## src/delay_timer_heap_scheduler_macros.svh

```systemverilog
// assertion macros for the delay timer heap scheduler
// used by the top level only; expects clk and rst_n in scope
`ifndef DELAY_TIMER_HEAP_SCHEDULER_MACROS_SVH
`define DELAY_TIMER_HEAP_SCHEDULER_MACROS_SVH

// same-cycle implication
`define DTHS_ASSERT_SAME(lbl, ante, cons, msg) \
  lbl: assert property (@(posedge clk) disable iff (!rst_n) (ante) |-> (cons)) \
    else $error(msg);

// next-cycle implication
`define DTHS_ASSERT_NEXT(lbl, ante, cons, msg) \
  lbl: assert property (@(posedge clk) disable iff (!rst_n) (ante) |=> (cons)) \
    else $error(msg);

`endif

```

## src/dths_pkg.sv

```systemverilog
// shared types and constants of the delay timer heap scheduler
// no dependencies
package dths_pkg;

  localparam int HEAP_DEPTH  = 8;
  localparam int HANDLE_BITS = 8;
  localparam int TICK_W      = 32;
  localparam int ADDR_W      = $clog2(HEAP_DEPTH);
  localparam int CNT_W       = $clog2(HEAP_DEPTH + 1);
  localparam int CHILD_W     = ADDR_W + 2;

  typedef logic [1:0] kind_t;
  localparam kind_t KIND_ACCEPT  = 2'd0;
  localparam kind_t KIND_REJECT  = 2'd1;
  localparam kind_t KIND_EXPIRED = 2'd2;

  localparam logic OP_TICK  = 1'b0;
  localparam logic OP_SCHED = 1'b1;

  typedef struct packed {
    logic [TICK_W-1:0]      expiry;
    logic [HANDLE_BITS-1:0] handle;
  } entry_t;

  typedef struct packed {
    logic              we;
    logic [ADDR_W-1:0] waddr;
    entry_t            wdata;
    logic [ADDR_W-1:0] raddr;
  } ram_req_t;

  typedef struct packed {
    logic [CNT_W-1:0]  count;
    logic [TICK_W-1:0] tick;
    logic              pend_v;
  } ctrl_stat_t;

  typedef enum logic [3:0] {
    ST_IDLE,
    ST_UP_CMP,
    ST_TK_CHECK,
    ST_TK_ROOT,
    ST_POP_LAST,
    ST_DN_START,
    ST_DN_L,
    ST_DN_R,
    ST_DN_CMP
  } state_t;

endpackage

```

## src/dths_ram.sv

```systemverilog
// heap entry store: one write port, one registered read port
// depends on dths_pkg
module dths_ram (
  input  logic              clk,
  input  dths_pkg::ram_req_t req,
  output dths_pkg::entry_t   rdata
);

  dths_pkg::entry_t mem [dths_pkg::HEAP_DEPTH];

  // write port
  always_ff @(posedge clk) begin
    if (req.we) begin
      mem[req.waddr] <= req.wdata;
    end
  end

  // read port, registered
  always_ff @(posedge clk) begin
    rdata <= mem[req.raddr];
  end

endmodule

```

## src/dths_ctrl.sv

```systemverilog
// sequencer: tick counter, entry count, sift-up and sift-down over the heap store
// depends on dths_pkg
module dths_ctrl (
  input  logic                              clk,
  input  logic                              rst_n,
  input  logic                              start,
  output logic                              busy,
  input  logic                              in_op,
  input  logic [dths_pkg::TICK_W-1:0]       in_delay,
  input  logic [dths_pkg::HANDLE_BITS-1:0]  in_handle,
  output logic                              out_valid,
  output logic [1:0]                        out_kind,
  output logic [dths_pkg::HANDLE_BITS-1:0]  out_fired_handle,
  output logic [dths_pkg::TICK_W-1:0]       out_tick_now,
  output logic                              out_last,
  output dths_pkg::ram_req_t                ram_req,
  input  dths_pkg::entry_t                  ram_rdata,
  output dths_pkg::ctrl_stat_t              stat
);

  localparam int AW = dths_pkg::ADDR_W;
  localparam int CW = dths_pkg::CHILD_W;
  localparam int NW = dths_pkg::CNT_W;
  localparam int TW = dths_pkg::TICK_W;
  localparam int HW = dths_pkg::HANDLE_BITS;

  dths_pkg::state_t state_r, state_nxt;
  logic [TW-1:0]  tick_r, tick_nxt;
  logic [NW-1:0]  count_r, count_nxt;
  logic [AW-1:0]  idx_r, idx_nxt;
  logic [TW-1:0]  dly_r, dly_nxt;
  dths_pkg::entry_t new_r, new_nxt;
  dths_pkg::entry_t me_r, me_nxt;
  dths_pkg::entry_t left_r, left_nxt;
  dths_pkg::entry_t ch_r, ch_nxt;
  logic [AW-1:0]  chidx_r, chidx_nxt;
  logic           pend_v_r, pend_v_nxt;
  logic [HW-1:0]  pend_h_r, pend_h_nxt;
  logic           ov_r, ov_nxt;
  logic [1:0]     ok_r, ok_nxt;
  logic [HW-1:0]  oh_r, oh_nxt;
  logic [TW-1:0]  ot_r, ot_nxt;
  logic           ol_r, ol_nxt;
  logic           up_root_fix_r;
  dths_pkg::ram_req_t req_c;
  dths_pkg::ram_req_t req_out;

  // shared decisions
  logic           accept, full, reject, up_less, root_hit, l_ok, r_ok, pick_l, down_move;
  logic [AW-1:0]  parent;
  logic [CW-1:0]  l_w, r_w, c_w;
  logic [NW-1:0]  cnt_dec;

  always_comb begin
    accept    = start && (state_r == dths_pkg::ST_IDLE) && !up_root_fix_r;
    full      = (count_r == NW'(dths_pkg::HEAP_DEPTH));
    reject    = full || (in_delay == '0);
    parent    = AW'((idx_r - AW'(1)) >> 1);
    up_less   = dly_r < (ram_rdata.expiry - tick_r);
    root_hit  = (ram_rdata.expiry == tick_r);
    l_w       = CW'({idx_r, 1'b1});
    r_w       = l_w + CW'(1);
    c_w       = CW'(count_r);
    l_ok      = l_w < c_w;
    r_ok      = r_w < c_w;
    pick_l    = (left_r.expiry - tick_r) < (ram_rdata.expiry - tick_r);
    down_move = (ch_r.expiry - tick_r) < (me_r.expiry - tick_r);
    cnt_dec   = count_r - NW'(1);
  end

  // next state
  always_comb begin
    state_nxt = state_r;
    case (state_r)
      dths_pkg::ST_IDLE: begin
        if (accept) begin
          if (in_op == dths_pkg::OP_SCHED) begin
            if (!reject && count_r != '0) state_nxt = dths_pkg::ST_UP_CMP;
          end else if (count_r != '0) begin
            state_nxt = dths_pkg::ST_TK_ROOT;
          end
        end
      end
      dths_pkg::ST_UP_CMP: begin
        if (!up_less || parent == '0) state_nxt = dths_pkg::ST_IDLE;
      end
      dths_pkg::ST_TK_CHECK: begin
        state_nxt = (count_r == '0) ? dths_pkg::ST_IDLE : dths_pkg::ST_TK_ROOT;
      end
      dths_pkg::ST_TK_ROOT: begin
        state_nxt = root_hit ? dths_pkg::ST_POP_LAST : dths_pkg::ST_IDLE;
      end
      dths_pkg::ST_POP_LAST: state_nxt = dths_pkg::ST_DN_START;
      dths_pkg::ST_DN_START: begin
        state_nxt = l_ok ? dths_pkg::ST_DN_L : dths_pkg::ST_TK_CHECK;
      end
      dths_pkg::ST_DN_L: state_nxt = r_ok ? dths_pkg::ST_DN_R : dths_pkg::ST_DN_CMP;
      dths_pkg::ST_DN_R: state_nxt = dths_pkg::ST_DN_CMP;
      dths_pkg::ST_DN_CMP: begin
        state_nxt = down_move ? dths_pkg::ST_DN_START : dths_pkg::ST_TK_CHECK;
      end
      default: state_nxt = dths_pkg::ST_IDLE;
    endcase
  end

  // datapath, store requests and result beats
  always_comb begin
    tick_nxt   = tick_r;
    count_nxt  = count_r;
    idx_nxt    = idx_r;
    dly_nxt    = dly_r;
    new_nxt    = new_r;
    me_nxt     = me_r;
    left_nxt   = left_r;
    ch_nxt     = ch_r;
    chidx_nxt  = chidx_r;
    pend_v_nxt = pend_v_r;
    pend_h_nxt = pend_h_r;
    ov_nxt     = 1'b0;
    ok_nxt     = ok_r;
    oh_nxt     = oh_r;
    ot_nxt     = ot_r;
    ol_nxt     = ol_r;
    req_c      = '0;
    case (state_r)
      dths_pkg::ST_IDLE: begin
        if (accept) begin
          if (in_op == dths_pkg::OP_SCHED) begin
            ov_nxt = 1'b1;
            oh_nxt = in_handle;
            ot_nxt = tick_r;
            ol_nxt = 1'b1;
            ok_nxt = reject ? dths_pkg::KIND_REJECT : dths_pkg::KIND_ACCEPT;
            if (!reject) begin
              new_nxt.expiry = tick_r + in_delay;
              new_nxt.handle = in_handle;
              dly_nxt        = in_delay;
              idx_nxt        = count_r[AW-1:0];
              count_nxt      = count_r + NW'(1);
              if (count_r == '0) begin
                req_c.we    = 1'b1;
                req_c.waddr = '0;
                req_c.wdata = new_nxt;
              end else begin
                req_c.raddr = AW'((count_r[AW-1:0] - AW'(1)) >> 1);
              end
            end
          end else begin
            tick_nxt    = tick_r + TW'(1);
            pend_v_nxt  = 1'b0;
            req_c.raddr = '0;
          end
        end
      end
      // sift-up: parent data is on the read port
      dths_pkg::ST_UP_CMP: begin
        req_c.we = 1'b1;
        if (up_less) begin
          req_c.waddr = idx_r;
          req_c.wdata = ram_rdata;
          idx_nxt     = parent;
          req_c.raddr = AW'((parent - AW'(1)) >> 1);
          if (parent == '0) begin
            // new entry becomes root; the root slot is written through up_root_fix_r
            req_c.waddr = idx_r;
          end
        end else begin
          req_c.waddr = idx_r;
          req_c.wdata = new_r;
        end
      end
      // root check after a pop
      dths_pkg::ST_TK_CHECK: begin
        req_c.raddr = '0;
        if (count_r == '0) begin
          ov_nxt     = 1'b1;
          ok_nxt     = dths_pkg::KIND_EXPIRED;
          oh_nxt     = pend_h_r;
          ot_nxt     = tick_r;
          ol_nxt     = 1'b1;
          pend_v_nxt = 1'b0;
        end
      end
      dths_pkg::ST_TK_ROOT: begin
        if (pend_v_r) begin
          ov_nxt = 1'b1;
          ok_nxt = dths_pkg::KIND_EXPIRED;
          oh_nxt = pend_h_r;
          ot_nxt = tick_r;
          ol_nxt = !root_hit;
        end
        if (root_hit) begin
          pend_v_nxt  = 1'b1;
          pend_h_nxt  = ram_rdata.handle;
          count_nxt   = cnt_dec;
          req_c.raddr = cnt_dec[AW-1:0];
        end else begin
          pend_v_nxt = 1'b0;
        end
      end
      dths_pkg::ST_POP_LAST: begin
        me_nxt  = ram_rdata;
        idx_nxt = '0;
      end
      // sift-down
      dths_pkg::ST_DN_START: begin
        if (l_ok) begin
          req_c.raddr = l_w[AW-1:0];
        end else begin
          req_c.we    = 1'b1;
          req_c.waddr = idx_r;
          req_c.wdata = me_r;
        end
      end
      dths_pkg::ST_DN_L: begin
        left_nxt = ram_rdata;
        if (r_ok) begin
          req_c.raddr = r_w[AW-1:0];
        end else begin
          ch_nxt    = ram_rdata;
          chidx_nxt = l_w[AW-1:0];
        end
      end
      dths_pkg::ST_DN_R: begin
        // ties go to the right child
        ch_nxt    = pick_l ? left_r : ram_rdata;
        chidx_nxt = pick_l ? l_w[AW-1:0] : r_w[AW-1:0];
      end
      dths_pkg::ST_DN_CMP: begin
        req_c.we    = 1'b1;
        req_c.waddr = idx_r;
        if (down_move) begin
          req_c.wdata = ch_r;
          idx_nxt     = chidx_r;
        end else begin
          req_c.wdata = me_r;
        end
      end
      default: ;
    endcase
  end

  // the new entry lands at the root once sift-up reaches it
  always_ff @(posedge clk) begin
    if (!rst_n) begin
      up_root_fix_r <= 1'b0;
    end else begin
      up_root_fix_r <= (state_r == dths_pkg::ST_UP_CMP) && up_less && (parent == '0);
    end
  end

  // control registers
  always_ff @(posedge clk) begin
    if (!rst_n) begin
      state_r  <= dths_pkg::ST_IDLE;
      tick_r   <= '0;
      count_r  <= '0;
      pend_v_r <= 1'b0;
      ov_r     <= 1'b0;
    end else begin
      state_r  <= state_nxt;
      tick_r   <= tick_nxt;
      count_r  <= count_nxt;
      pend_v_r <= pend_v_nxt;
      ov_r     <= ov_nxt;
    end
  end

  // payload registers
  always_ff @(posedge clk) begin
    idx_r    <= idx_nxt;
    dly_r    <= dly_nxt;
    new_r    <= new_nxt;
    me_r     <= me_nxt;
    left_r   <= left_nxt;
    ch_r     <= ch_nxt;
    chidx_r  <= chidx_nxt;
    pend_h_r <= pend_h_nxt;
    ok_r     <= ok_nxt;
    oh_r     <= oh_nxt;
    ot_r     <= ot_nxt;
    ol_r     <= ol_nxt;
  end

  // a root write is pending only in the cycle after sift-up reached it;
  // the block is busy then and issues no other write
  always_comb begin
    req_out = req_c;
    if (up_root_fix_r) begin
      req_out.we    = 1'b1;
      req_out.waddr = '0;
      req_out.wdata = new_r;
    end
  end

  assign ram_req          = req_out;
  assign busy             = (state_r != dths_pkg::ST_IDLE) || up_root_fix_r;
  assign out_valid        = ov_r;
  assign out_kind         = ok_r;
  assign out_fired_handle = oh_r;
  assign out_tick_now     = ot_r;
  assign out_last         = ol_r;
  assign stat.count       = count_r;
  assign stat.tick        = tick_r;
  assign stat.pend_v      = pend_v_r;

endmodule

```

## src/delay_timer_heap_scheduler.sv

```systemverilog
// top level of the delay timer heap scheduler
// depends on dths_pkg, dths_ram, dths_ctrl and delay_timer_heap_scheduler_macros.svh
//
// Pulse start with busy low to issue a beat: in_op 1 schedules in_handle to expire
// in_delay ticks from now, in_op 0 advances the tick count by one. Results arrive on
// out_* qualified by out_valid for one cycle each and cannot be held off; out_last
// marks the final result of a beat. A schedule beat answers in the cycle after it is
// taken; a rejected one or one into an empty heap leaves busy low, any other climbs
// the heap one level per ST_UP_CMP step. A tick beat on an empty heap only advances
// the tick count; otherwise it checks the root (ST_TK_ROOT, ST_TK_CHECK) and, per
// expired entry, fetches the last entry (ST_POP_LAST) and sifts it down level by level
// via ST_DN_START, ST_DN_L, ST_DN_R, ST_DN_CMP over the store's single read port.
`include "delay_timer_heap_scheduler_macros.svh"

module delay_timer_heap_scheduler (
  input  logic                              clk,
  input  logic                              rst_n,
  input  logic                              start,
  output logic                              busy,
  input  logic                              in_op,
  input  logic [dths_pkg::TICK_W-1:0]       in_delay,
  input  logic [dths_pkg::HANDLE_BITS-1:0]  in_handle,
  output logic                              out_valid,
  output logic [1:0]                        out_kind,
  output logic [dths_pkg::HANDLE_BITS-1:0]  out_fired_handle,
  output logic [dths_pkg::TICK_W-1:0]       out_tick_now,
  output logic                              out_last
);

  dths_pkg::ram_req_t   ram_req;
  dths_pkg::entry_t     ram_rdata;
  dths_pkg::ctrl_stat_t stat;

  // sequencer
  dths_ctrl u_ctrl (
    .clk              (clk),
    .rst_n            (rst_n),
    .start            (start),
    .busy             (busy),
    .in_op            (in_op),
    .in_delay         (in_delay),
    .in_handle        (in_handle),
    .out_valid        (out_valid),
    .out_kind         (out_kind),
    .out_fired_handle (out_fired_handle),
    .out_tick_now     (out_tick_now),
    .out_last         (out_last),
    .ram_req          (ram_req),
    .ram_rdata        (ram_rdata),
    .stat             (stat)
  );

  // entry store
  dths_ram u_ram (
    .clk   (clk),
    .req   (ram_req),
    .rdata (ram_rdata)
  );

  `DTHS_ASSERT_SAME(a_count_bound, 1'b1, stat.count <= dths_pkg::CNT_W'(dths_pkg::HEAP_DEPTH), "entry count above depth")
  `DTHS_ASSERT_NEXT(a_tick_step, start && !busy && in_op == dths_pkg::OP_TICK, stat.tick == $past(stat.tick) + dths_pkg::TICK_W'(1), "tick beat did not advance count")
  `DTHS_ASSERT_SAME(a_sched_last, out_valid && out_kind != dths_pkg::KIND_EXPIRED, out_last, "schedule answer not marked last")
  `DTHS_ASSERT_SAME(a_idle_clean, !busy, !stat.pend_v, "expired entry held while idle")

endmodule

```

## config.mk

```make
export PLATFORM = sky130hd
export DESIGN_NAME = delay_timer_heap_scheduler
export DESIGN_NICKNAME = d
export VERILOG_FILES = /design/src/dths_pkg.sv /design/src/dths_ram.sv /design/src/dths_ctrl.sv /design/src/delay_timer_heap_scheduler.sv
export VERILOG_INCLUDE_DIRS = /design/src /design/src/src
export SDC_FILE = /design/constraint.sdc
export NUM_CORES = 1
export LEC_CHECK = 0
export BUFFER_PORTS_ARGS = -buffer_cell sky130_fd_sc_hd__buf_2
export CAP_MARGIN = 25
export CORE_MARGIN = 3
export CORE_UTILIZATION = 56
export DETAILED_ROUTE_END_ITERATION = 10
export GPL_TIMING_DRIVEN = 0
export PLACE_DENSITY = 0.73
export SYNTH_ARGS = -nofsm -noshare
export SYNTH_HDL_FRONTEND = slang
export SYNTH_SLANG_ARGS = --single-unit
```

## constraint.sdc

```tcl
create_clock -name clk -period 8.5 [get_ports clk]
set_input_delay 0.425 -clock clk [delete_from_list [all_inputs] [get_ports clk]]
set_output_delay 0.425 -clock clk [all_outputs]
set_load 0.01 [all_outputs]
```

* Word-level counts from Yosys, hierarchy flattened
Memories as Yosys holds them, arrays and structs flattened. A register that Yosys moved wholly into a read port is not among the register bits.
Index checks and enable logic that the tools add are counted.
** Storage, ports and cells
- Register bits after elaboration :: 292
- Bits in writable memories :: 320
- Bits of input ports :: 44
- Output and inout port bits :: 45
- Word-level logic and storage cells :: 173
- Memories kept :: 1
** Operators by class
- Add/sub/neg operators :: 12
- Order comparisons :: 5
- Eq/ne operators :: 23
- Mux-type cells :: 77
- Bitwise operators :: 2
- Reduce and logical (&&, ||, !) cells :: 31
** Memories
- u_ram.mem :: depth 8, width 40, read ports 1, clocked after Yosys merged registers in 1, wr ports 1, RTL line dths_ram.sv:9 : dths_pkg::entry_t mem [dths_pkg::HEAP_DEPTH];
** Operators by type and width (count)
- $mux 44 :: 4
- $pmux 44 s4 :: 1
- $mux 40 :: 4
- $mux 32 :: 4
- $sub 32x32->32 :: 4
- $lt 32x32->1 :: 3
- $pmux 32 s3 :: 1
- $mux 47 :: 2
- $pmux 40 s2 :: 1
- $mux 3 :: 14
- $mux 4 :: 10
- $pmux 4 s9 :: 1
- $add 32x1->32 const B :: 1
- $add 32x32->32 :: 1
- $eq 32x32->1 :: 1
- $logic_not 32->1 :: 1
- $mux 8 :: 4
- $pmux 8 s3 :: 1
- $eq 4x3->1 const B :: 4
- $mux 1 :: 15
- $pmux 3 s5 :: 1
- $mux 2 :: 7
- $ne 2x1->1 const B :: 7
- $pmux 3 s4 :: 1
- 30 further kinds :: 57

* Depth between registers and ports, before layout
- Word-level depth :: 9
- Gate-level depth with buffers :: 31

* Cells and area by module
Synthesis repeated with hierarchy kept, for this count alone.
** Unflattened totals
- Cell total of the unflattened synthesis :: 2697
- Area, all modules :: 35087.4 um2
** Modules (own cells, without submodules)
- dths_ctrl :: instances 1, cells an instance 2182, area an instance 21916.0 um2, seq. area each 8338.0 um2
- dths_ram :: instances 1, cells an instance 515, area an instance 13171.4 um2, seq. area each 10410.0 um2

* Least setup slack after synthesis
Ideal clock, no wire load.
- Path kind :: register to register
- Start point :: register u_ctrl.state_r[3]
- End point :: register u_ctrl.count_r[2]
- Library setup time :: 0.076 ns
- Arrival :: 6.630 ns
- Required time :: 8.424 ns
- Setup slack :: 1.795 ns
- Cell stages (with the launch flop) :: 12
- Period minus slack after synthesis :: 6.705 ns
- Cells stage by stage :: dfxtp_1 -> clkbuf_1 -> nor2_1 -> nand2_1 -> nor2_1 -> nand3_1 -> or2_2 -> clkbuf_1 -> a21oi_1 -> o21ai_0 -> or3_1 -> a21boi_0
** Between the ends
- Word-level cells in the longest chain between the ends :: 5
- Elaborated cells on any way between the ends :: 11
** RTL lines
- from (decl) :: RTL line dths_ctrl.sv:27 : dths_pkg::state_t state_r, state_nxt;
- from (signal assigned) :: RTL line dths_ctrl.sv:255 : state_r <= dths_pkg::ST_IDLE;
- from (signal assigned) :: RTL line dths_ctrl.sv:261 : state_r <= state_nxt;
- $logic_not 4->1 :: RTL line dths_ctrl.sv:55, dths_ctrl.sv:125
- $logic_and 1x1->1 (2 in a row) :: RTL line dths_ctrl.sv:55 : accept = start && (state_r == dths_pkg::ST_IDLE) && !up_root_fix_r;
- $ne 2x1->1 (no source line)
- $reduce_and 5->1 (no source line)
- to (signal assigned) :: RTL line dths_ctrl.sv:263 : count_r <= count_nxt;
- to (decl) :: RTL line dths_ctrl.sv:29 : logic [NW-1:0] count_r, count_nxt;
Parallel ways exist; a longest one is shown, timed or not.
A chain may end at the register's enable or synchronous reset.

==> flow_summary.json <==
{
  "synth_top_family_by_area": "compound AO/OA/AOI/OAI gates",
  "syn_to_final_growth_pct": 14.04,
  "synthesis.area_mm2": 0.03501,
  "drt_iter0_drc": 3315,
  "synthXorXnorAreaFrac": 0.04403,
  "setup_tns_ns": 0,
  "synth.distinct_cells": 78,
  "critPathRequiredTime_ns": 8.83,
  "crit_path_start_kind": "register",
  "drt-pass1-iter-count": 7,
  "status": "finished clean",
  "dr_total_vias": 26890,
  "grt_pass1_wl_um": 161700,
  "cts-buffers-inserted": 71,
  "period_share": 0.9708,
  "cts.sinks": 652,
  "dpl_cell_area_mm2": 0.03709,
  "synthAdderAreaFrac": 0.09472,
  "wirelength_um": 109900,
  "criticalPathCategory": "register to register",
  "end_kind": "register",
  "r2r_slack_ns": 0.25,
  "synth-compound-area-share": 0.1627,
  "grt_usage": 0.3274,
  "cts_tree": "yes",
  "ant_nets": 0,
  "grt-ovfl-total": 0,
  "core_region_area_mm2": 0.06183,
  "htreeDepth": 3,
  "clk_latency_ns": 0.63,
  "min_period_ns": 8.252,
  "grt_pass1_vias": 26340,
  "finalSetupViolations": 0,
  "grt_max_degree": 27,
  "nets": 3473,
  "port_buffers": 88,
  "route.detailed.drc": 0,
  "max_slew_margin": 0.2815,
  "arrival_ns": 8.59,
  "antenna_found_initial": 2,
  "root_buffer": "clkbuf_16",
  "drv_cap": 0,
  "synth-seq-area-share": 0.5356,
  "fillers": 4641,
  "async_flop_share": 0,
  "vias_per_cell": 6.619,
  "synth_warnings": 0,
  "postSynthAreaPerCell_um2": 11.79,
  "slew_violations": 0,
  "die_area_mm2": 0.06555,
  "synthSimpleGateAreaFrac": 0.1161,
  "slowest_stage": "a311oi_2",
  "postLayoutCellArea_mm2": 0.03992,
  "min_path_type": "input port to register",
  "fp.dieH_um": 256.0,
  "finalClockSkew_ns": 0.03488,
  "initial_core_util": 0.5662,
  "drive_gt1_frac": 0.1384,
  "leakage_nw": 14.85,
  "irDropWorstVdd_mv": 0.2476,
  "synth-seq-cells": 652,
  "cp_max_fo": 10,
  "clk_transition_reported_paths_ns": 0.06,
  "ioPinCount": 89,
  "place_congestion": 0.9761,
  "synth_nets": 3274,
  "ys.flop_type": "edfxtp_1",
  "wl_per_cell_um": 27.05,
  "die_w_um": 256.0,
  "tightest_slew_ns": 1.069,
  "hpwl_um": 80180,
  "postSynthCellCount": 2968,
  "fmax_mhz": 121.2,
  "max_stage_delay_ns": 0.49,
  "hold_viol": 0,
  "powerDensity_mw_per_mm2": 309.2,
  "rows": 91,
  "synthMuxAreaShare": 0.01755,
  "cts_buffer_depth": 3,
  "synth_edf_count": 569
}
synthesized netlist by cell type (all sizes together), types with 39 or more instances:
| cell | count | share of area |
|---|---|---|
| and3 | 182 | 0.033 |
| nand3 | 49 | 0.0070 |
| mux2 | 51 | 0.016 |
| xnor2 | 121 | 0.030 |
| buf | 39 | 0.0064 |
| nor4 | 59 | 0.011 |
| nand2 | 147 | 0.016 |
| clkbuf | 91 | 0.0098 |
| nor2 | 148 | 0.016 |
| a21oi | 187 | 0.027 |
| xor2 | 55 | 0.014 |
| a222oi | 39 | 0.011 |
| ha | 257 | 0.092 |
| a2111oi | 88 | 0.025 |
| dfxtp | 83 | 0.047 |
| edfxtp | 569 | 0.49 |
| a211oi | 94 | 0.020 |
| o21ai | 99 | 0.014 |
| a21o | 107 | 0.023 |
| inv | 122 | 0.013 |
report_power, final:
| part | switching [mW] | internal, mW |
|---|---|---|
| clock network | 1.30 | 1.99 |
| logic | 2.90 | 1.57 |
| registers | 0.308 | 4.27 |
| total | 4.51 | 7.83 |
kinds of logic after synthesis:
group	count (synthesis)
multiplexers	55
AND/OR/NAND/NOR	779
XOR/XNOR	176
flip-flops	652
AO/OA/AOI/OAI	792
adder cells (fa/ha/maj)	262
buffers and inverters	252
timing repair:
item	4_1_cts	5_1_grt
endpoints found under the hold margin	0	0
gates resized for setup	43	43
hold buffers	0	0
setup endpoints to repair	348	360
pin swaps	1	2
setup buffers	0	5
critical path: cells and delay by family, from the launching register on:
kind	cells	cell delay (ns)
buf+inv	3	0.90
compound gates	15	4.46
simple gates	9	1.47
flops	1	0.44
fa+ha+maj	2	0.68
layout make-up:
class,count,area [um^2],area share
Timing Repair Buffer,126,1013,0.02539
Tap cell,837,1047,0.02623
Inverter,122,461.7,0.01157
Antenna cell,2,5.005,0.0001254
Multi-Input combinational cell,2064,15550,0.3895
Clock buffer,83,1924,0.04821
Sequential cell,652,18750,0.4697
Clock inverter,46,576.8,0.01445
Buffer,130,593.1,0.01486
per-layer routing:
layer / part of all wire / vias up / track usage
met5: 0 / - / 0
met4: 0.046 / 0 / 0.1460
met3: 0.11 / 317 / 0.06500
met2: 0.46 / 1581 / 0.5227
met1: 0.38 / 13060 / 0.4364
li1: - / 11930 / -
per-stage QoR:
stage | hold WS, ns | power, mW | setup WS [ns] | utilization | cells
2_1_floorplan | 0.4029 | 7.216 | 1.795 | - | 2968
3_3_place_gp | 0.4212 | 8.605 | -2.314 | 0.5903 | 3893
3_5_place_dp | 0.4186 | 8.830 | -0.9016 | 0.5999 | 3925
4_1_cts | 0.005591 | 12.18 | 0.005719 | 0.6424 | 4054
5_1_grt | 0.02206 | 12.85 | -0.07551 | 0.6456 | 4060
6_report | 0.02324 | 12.34 | 0.2484 | 0.6457 | 4062
registers in the layout, summed over array words and instances (netlist names):
| signal | cells |
|---|---|
| u_ctrl.ch_r | 40 |
| u_ctrl.chidx_r | 3 |
| u_ctrl.count_r | 4 |
| u_ctrl.dly_r | 32 |
| u_ctrl.idx_r | 3 |
| u_ctrl.left_r | 40 |
| u_ctrl.me_r | 40 |
| u_ctrl.new_r | 40 |
| u_ctrl.out_fired_handle | 8 |
| u_ctrl.out_kind | 2 |
| u_ctrl.out_last | 1 |
| u_ctrl.out_tick_now | 32 |
| u_ctrl.out_valid | 1 |
| u_ctrl.pend_h_r | 8 |
| u_ctrl.pend_v_r | 1 |
| u_ctrl.state_r | 4 |
| u_ctrl.tick_r | 32 |
| u_ctrl.up_root_fix_r | 1 |
| u_ram.mem | 320 |
| u_ram.rdata | 40 |
worst paths after layout:
check	start	to	cells past startpoint
worst max-delay path	u_ctrl.tick_r[1]	u_ram.mem[6][12]	29
worst min-delay path	in_handle[1]	u_ctrl.new_r[1]	1
worst max register to register	u_ctrl.tick_r[1]	u_ram.mem[6][12]	29
worst min register to register	u_ctrl.tick_r[31]	u_ctrl.out_tick_now[31]	0
cell usage in the layout, fill, tap and decap left out, drive strengths merged, types with 107 or more instances in the layout:
cell type | Yosys | layout
edfxtp | 569 | 569
ha | 257 | 257
a21oi | 187 | 187
and3 | 182 | 182
clkbuf | 91 | 174
buf | 39 | 164
nor2 | 148 | 148
nand2 | 147 | 147
inv | 122 | 122
xnor2 | 121 | 121
a21o | 107 | 107
No activity file was read; power rests on OpenSTA's default activity.
